==> src/hw/rtl/point_in_polygon_test_macros.svh <==
// ----------------------------------------------------------------------------
// Point-in-polygon test: assertion macros
// Shared concurrent assertion wrappers; empty when built for synthesis.
// ----------------------------------------------------------------------------
`ifndef POINT_IN_POLYGON_TEST_MACROS_SVH
`define POINT_IN_POLYGON_TEST_MACROS_SVH
`ifndef SYNTHESIS
// Property must hold at every clock edge out of reset.
`define PIP_ASSERT(lbl, clk, rst_n, prop, msg) \
    lbl: assert property (@(posedge clk) disable iff (!rst_n) (prop)) else $error(msg);
// Condition must never be true out of reset.
`define PIP_ASSERT_NEVER(lbl, clk, rst_n, cond, msg) \
    lbl: assert property (@(posedge clk) disable iff (!rst_n) !(cond)) else $error(msg);
`else
`define PIP_ASSERT(lbl, clk, rst_n, prop, msg)
`define PIP_ASSERT_NEVER(lbl, clk, rst_n, cond, msg)
`endif
`endif

==> src/hw/rtl/pip_pkg.sv <==
// ----------------------------------------------------------------------------
// Point-in-polygon test: package
// Field widths, defaults, action codes and the edge unit status word.
// ----------------------------------------------------------------------------
package pip_pkg;

    localparam int MAX_VERTICES_DEF = 64;
    localparam int COORD_BITS_DEF   = 16;

    localparam int VCOUNT_W = 7;
    localparam int VIDX_W   = 6;
    localparam int COUNT_W  = 7;

    localparam logic [VCOUNT_W-1:0] VCOUNT_RESET = 7'd3;

    localparam logic ACT_LOAD  = 1'b0;
    localparam logic ACT_QUERY = 1'b1;

    // edge unit status toward the sequencer
    typedef struct packed {
        logic busy;     // an edge is somewhere in the unit
        logic hit_vld;  // verdict for one edge this cycle
        logic hit;      // that edge crosses the ray
    } t_edge_stat;

endpackage

==> src/hw/rtl/pip_edge_unit.sv <==
// ----------------------------------------------------------------------------
// Point-in-polygon test: edge unit
// Pipelined crossing test of one edge a cycle against the test point.
// ----------------------------------------------------------------------------
`include "point_in_polygon_test_macros.svh"

module pip_edge_unit #(
    parameter int CoordBits = pip_pkg::COORD_BITS_DEF
) (
    input  logic                        i_clk,
    input  logic                        i_rst_n,
    input  logic                        i_vld,
    input  logic signed [CoordBits-1:0] i_px,
    input  logic signed [CoordBits-1:0] i_py,
    input  logic signed [CoordBits-1:0] i_ax,
    input  logic signed [CoordBits-1:0] i_ay,
    input  logic signed [CoordBits-1:0] i_bx,
    input  logic signed [CoordBits-1:0] i_by,
    output pip_pkg::t_edge_stat         o_stat
);
    localparam int DW = CoordBits + 1;
    localparam int PW = 2 * DW;

    logic signed [DW-1:0] w_dxp, w_dy, w_dxb, w_dyp;
    logic                 w_str, w_pos;

    logic                 r_s1_vld, r_s2_vld;
    logic signed [DW-1:0] r_dxp, r_dy, r_dxb, r_dyp;
    logic                 r_s1_str, r_s1_pos, r_s2_str, r_s2_pos;
    logic signed [PW-1:0] r_lhs, r_rhs;

    // differences fit one extra bit
    assign w_dxp = {i_px[CoordBits-1], i_px} - {i_ax[CoordBits-1], i_ax};
    assign w_dy  = {i_by[CoordBits-1], i_by} - {i_ay[CoordBits-1], i_ay};
    assign w_dxb = {i_bx[CoordBits-1], i_bx} - {i_ax[CoordBits-1], i_ax};
    assign w_dyp = {i_py[CoordBits-1], i_py} - {i_ay[CoordBits-1], i_ay};
    assign w_str = (i_ay > i_py) != (i_by > i_py);
    assign w_pos = i_by > i_ay;

    always_ff @(posedge i_clk) begin
        if (!i_rst_n) begin
            r_s1_vld <= 1'b0;
            r_s2_vld <= 1'b0;
        end else begin
            r_s1_vld <= i_vld;
            r_s2_vld <= r_s1_vld;
        end
    end

    always_ff @(posedge i_clk) begin
        r_dxp    <= w_dxp;
        r_dy     <= w_dy;
        r_dxb    <= w_dxb;
        r_dyp    <= w_dyp;
        r_s1_str <= w_str;
        r_s1_pos <= w_pos;
        r_lhs    <= r_dxp * r_dy;
        r_rhs    <= r_dxb * r_dyp;
        r_s2_str <= r_s1_str;
        r_s2_pos <= r_s1_pos;
    end

    // compare direction follows the sign of dy
    assign o_stat.hit     = r_s2_str && (r_s2_pos ? (r_lhs < r_rhs) : (r_rhs < r_lhs));
    assign o_stat.hit_vld = r_s2_vld;
    assign o_stat.busy    = r_s1_vld | r_s2_vld;

    `PIP_ASSERT(a_hit_latency, i_clk, i_rst_n, r_s2_vld |-> $past(i_vld, 2), "edge verdict without an edge two cycles earlier")
    `PIP_ASSERT(a_s1_from_in, i_clk, i_rst_n, r_s1_vld |-> $past(i_vld), "stage one valid without input")
    `PIP_ASSERT(a_busy_cover, i_clk, i_rst_n, $past(i_vld) |-> o_stat.busy, "edge in flight not reported busy")
endmodule

==> config.mk <==
export PLATFORM = sky130hd
export DESIGN_NAME = pip_edge_unit
export DESIGN_NICKNAME = d
export VERILOG_FILES = /design/src/hw/rtl/pip_pkg.sv /design/src/hw/rtl/pip_edge_unit.sv
export VERILOG_INCLUDE_DIRS = /design/src /design/src/hw/rtl
export SDC_FILE = /design/constraint.sdc
export NUM_CORES = 2
export LEC_CHECK = 0
export BUFFER_PORTS_ARGS = -buffer_cell sky130_fd_sc_hd__buf_2
export CAP_MARGIN = 15
export CORE_MARGIN = 10
export CORE_UTILIZATION = 40
export CTS_BUF_LIST = sky130_fd_sc_hd__clkbuf_8 sky130_fd_sc_hd__clkbuf_16
export DETAILED_ROUTE_END_ITERATION = 12
export SLEW_MARGIN = 0
export SYNTH_ARGS = -nofsm -noshare
export SYNTH_HDL_FRONTEND = slang
export SYNTH_SLANG_ARGS = --single-unit
export TNS_END_PERCENT = 100
==> constraint.sdc <==
create_clock -name i_clk -period 11.7 [get_ports i_clk]
set_input_delay 1.17 -clock i_clk [delete_from_list [all_inputs] [get_ports i_clk]]
set_output_delay 1.17 -clock i_clk [all_outputs]
set_load 0.02 [all_outputs]
==> results.md <==
* R2R depth at 20
* Area grow syn2layout at 7.05%
* XOR/XNOR Fraction of Synth Area at under 10%
* Gr ovfl total at 0
* Placed Cells at ~4,000
* Num CTS Buffers at 17
* Worst reg2reg endpoint: r_lhs[33]
* Mean post-synth cell area at 9.35 um^2
* Worst Path Arrival at a little over 7 ns
* Root buffer cell: clkbuf_16
* Number of setup buffers added after CTS at 0
* Vias post-DR at 20,124
* Largest family of logic cells by synthesized area: adder cells
* GRT Resource Usage Total at 17.4%
* Post-Route WL at 68.4 mm
* DRC Markers at 0
* 1st-iter DRT viols at just over 800
* Top post-synthesis cells by area: fa_1 (42%), ha_1 (12%), dfxtp_1 (9.9%)
* Core ar. at 0.0712 mm^2
* Slew @ Worst Pin at 1.03 ns
* EDFF count, synth at 0
* Top FF cell, synth: dfxtp_1
* Post-synthesis sequential area ratio at 9.93%
* Post-layout instance area at slightly above 0.03 mm^2
* Routed Antenna Nets at 0
* IO Pins at 102
* Register bit total from synthesis at 142
* Hold path depth at 0
* Htree depth at 4
* DP HPWL at 58.5 mm
* Initial Util at around two fifths
* Post-synthesis cell type count at 70
* Commonest non-fill, non-tap cell in the layout: inv_1
* Clock Path Buffers at 2
* Share of the synthesized area in the top cell type at about two fifths
* Slew Limit Fails at 0
* Syn nets at 4,042
* Hold Buf Count CTS at 0
* Vias in the first global route at approximately 22,000
* CP required at 12.02 ns
* Post-Synth Simple-Gate Area at 14.7%
* Setup Skew at 0.0207 ns
* Fillers at 7,063
* Most frequent cells in the layout: inv_1 (708), fa_1 (596), and2_1 (300)
* Cts repair resizes at 0
* Die Span X at 288 um
* Largest net degree at the start of global routing at 18
* First-pass GRT wire length at 115 mm
* Vias per cell at approximately 5
* Placer Congestion at 0.885
* Final Hold Fails at 0
* Relative slew slack at 31.1%
* Post-placement cell area at between 0.03 and 0.04 mm^2
* FF-to-FF setup slack at roughly 5 ns
* Drt wl/cell at 16.8 um
* Compound-Gate Fraction of Synth Area at 7.25%
* Cell row count at slightly below 100
* Detailed Routing Iterations Pass 1 at 5
* Ys async rst share at 0%
* TNS Setup at 0 ns
* CTS tree: yes
* HP Class: register to register
* Critical path class: register to register
* Crit share post-route at 57.5%
* Final Non-Filler Cells at 4,071
* Yosys top cell by area: fa_1
* Status: finished, final reports clean
* Initial antenna violation count at 3
* Layout cell share with drive strength beyond 1 at 5.10%
* Hold_sp: r_s1_str
* PortBufs at just over 100
* Crit start category: register
* Total of max-cap violations at 0
* CP max FO at 17
* Reg-to-Reg Start: r_dy[11]
* Post-route setup slack at 4.98 ns
* Min Tclk post-route at between 6 and 7 ns
* Pre-CTS worst setup slack at 5.08 ns
* Die Y at 288 um
* # nets final at between 4,000 and 5,000
* Unrepaired setup endpoints after global routing: no
* CTS sink count at 142
* Mux contribution to synthesized area at 0.144%
* Die area at 0.0827 mm^2
* Ys Warns at 0
* Fmax at 149 MHz
* CP endpoint kind: register
* Clock transition at the registers of the reported paths at 0.07 ns
* Mapped Area at 0.0286 mm^2
* Cells after Synth at 3,061
* Adder-Cell Fraction of Synth Area at 54.2%
* Final number of setup-violating endpoints at 0
* Hold Path Sink: r_s2_str
* Clk Latency, worst-skew pair at roughly 0.45 ns
-- through the flow --
stage | hold WS, ns | utilization (%)
floorplan | 0.310 | -
global placement | 0.310 | 42.2
detailed placement | 0.318 | 42.2
CTS | 0.333 | 43.0
global route | 0.344 | 43.0
finish | 0.330 | 43.0
-- logic make-up (layout without fill, tap and decap cells) --
kind of cell	count (synthesis)	in the layout
XOR/XNOR	115	115
buffers and inverters	783	842
adder cells (fa/ha/maj)	882	882
multiplexers	4	4
AO/OA/AOI/OAI	305	305
AND/OR/NAND/NOR	830	830
other	0	1
flip-flops	142	142
-- registers in the layout (all words and copies together), names as in the netlist --
name      cells
r_dxb        17
r_s1_vld      1
r_dy         17
r_rhs        34
r_dyp        17
r_s2_vld      1
r_s2_pos      1
r_s2_str      1
r_s1_str      1
r_lhs        34
r_s1_pos      1
r_dxp        17
-- synth_stat cells (5+ instances only) --
cell type  count
xor2_1        23
o21a_1        31
or3_1          8
o21ai_0       47
xnor2_1       92
nand2b_1      17
nand4_1       14
o21ai_1        5
a31oi_1        9
a211oi_1       8
o21bai_1       9
nand2_1      294
nor2_1        94
a211o_1        7
nor2b_1       29
nor3_1        25
and3_1        14
or2_2          5
fa_1         596
inv_1        707
nand3_1       13
dfxtp_1      142
o31a_1         5
clkbuf_1      75
a21o_1        38
ha_1         286
a21oi_1       84
and2_1       300
-- metal layers --
| layer | GRT usage, % | share of wire [%] | vias up |
|---|---|---|---|
| met1 | 22.9 | 45 | 10260 |
| li1 | - | - | 9380 |
| met3 | 2.05 | 3.7 | 93 |
| met2 | 30.0 | 49 | 389 |
| met4 | 4.35 | 2.2 | 2 |
| met5 | 0 | 0.025 | - |
-- critical path, cell delays in order, from the launching register on --
cell	delay, ns
dfxtp_1	0.91
nand2_1	0.18
fa_1	0.57
inv_1	0.05
fa_1	0.57
fa_1	0.46
fa_1	0.45
fa_1	0.53
inv_1	0.05
fa_1	0.47
inv_1	0.04
ha_1	0.38
nand3_1	0.23
nor2_1	0.28
o2111ai_1	0.21
and4bb_2	0.33
a31o_2	0.26
o21ai_1	0.24
a211o_1	0.17
a21oi_1	0.07
xnor2_1	0.12
-- how the worst max path moves through the flow --
stage	from	end	slack, ns	cells after the start
after detailed placement	r_dy[0]	r_lhs[33]	5.08	21
after floorplan	r_dy[8]	r_lhs[32]	5.60	24
final	r_dy[11]	r_lhs[33]	4.98	20
after global placement	r_dy[5]	r_lhs[33]	5.26	20
after global routing	r_dy[0]	r_lhs[33]	4.70	21
after CTS	r_dy[0]	r_lhs[33]	5.05	21
-- area by class of cell --
cell class	count	area [um^2]	share of cell area [%]
diodes	1	2.50	0.00816
clock buffers	18	439	1.43
clock inverters	14	156	0.510
inverters	707	2650	8.66
multi-input cells	2136	22800	74.5
flip-flops and latches	142	2840	9.27
well taps	950	1190	3.88
repair buffers	103	520	1.70
Power is left out: the tool's default activity adds up to more than one toggle a clock period on the data nets, which glitch-free logic cannot reach.
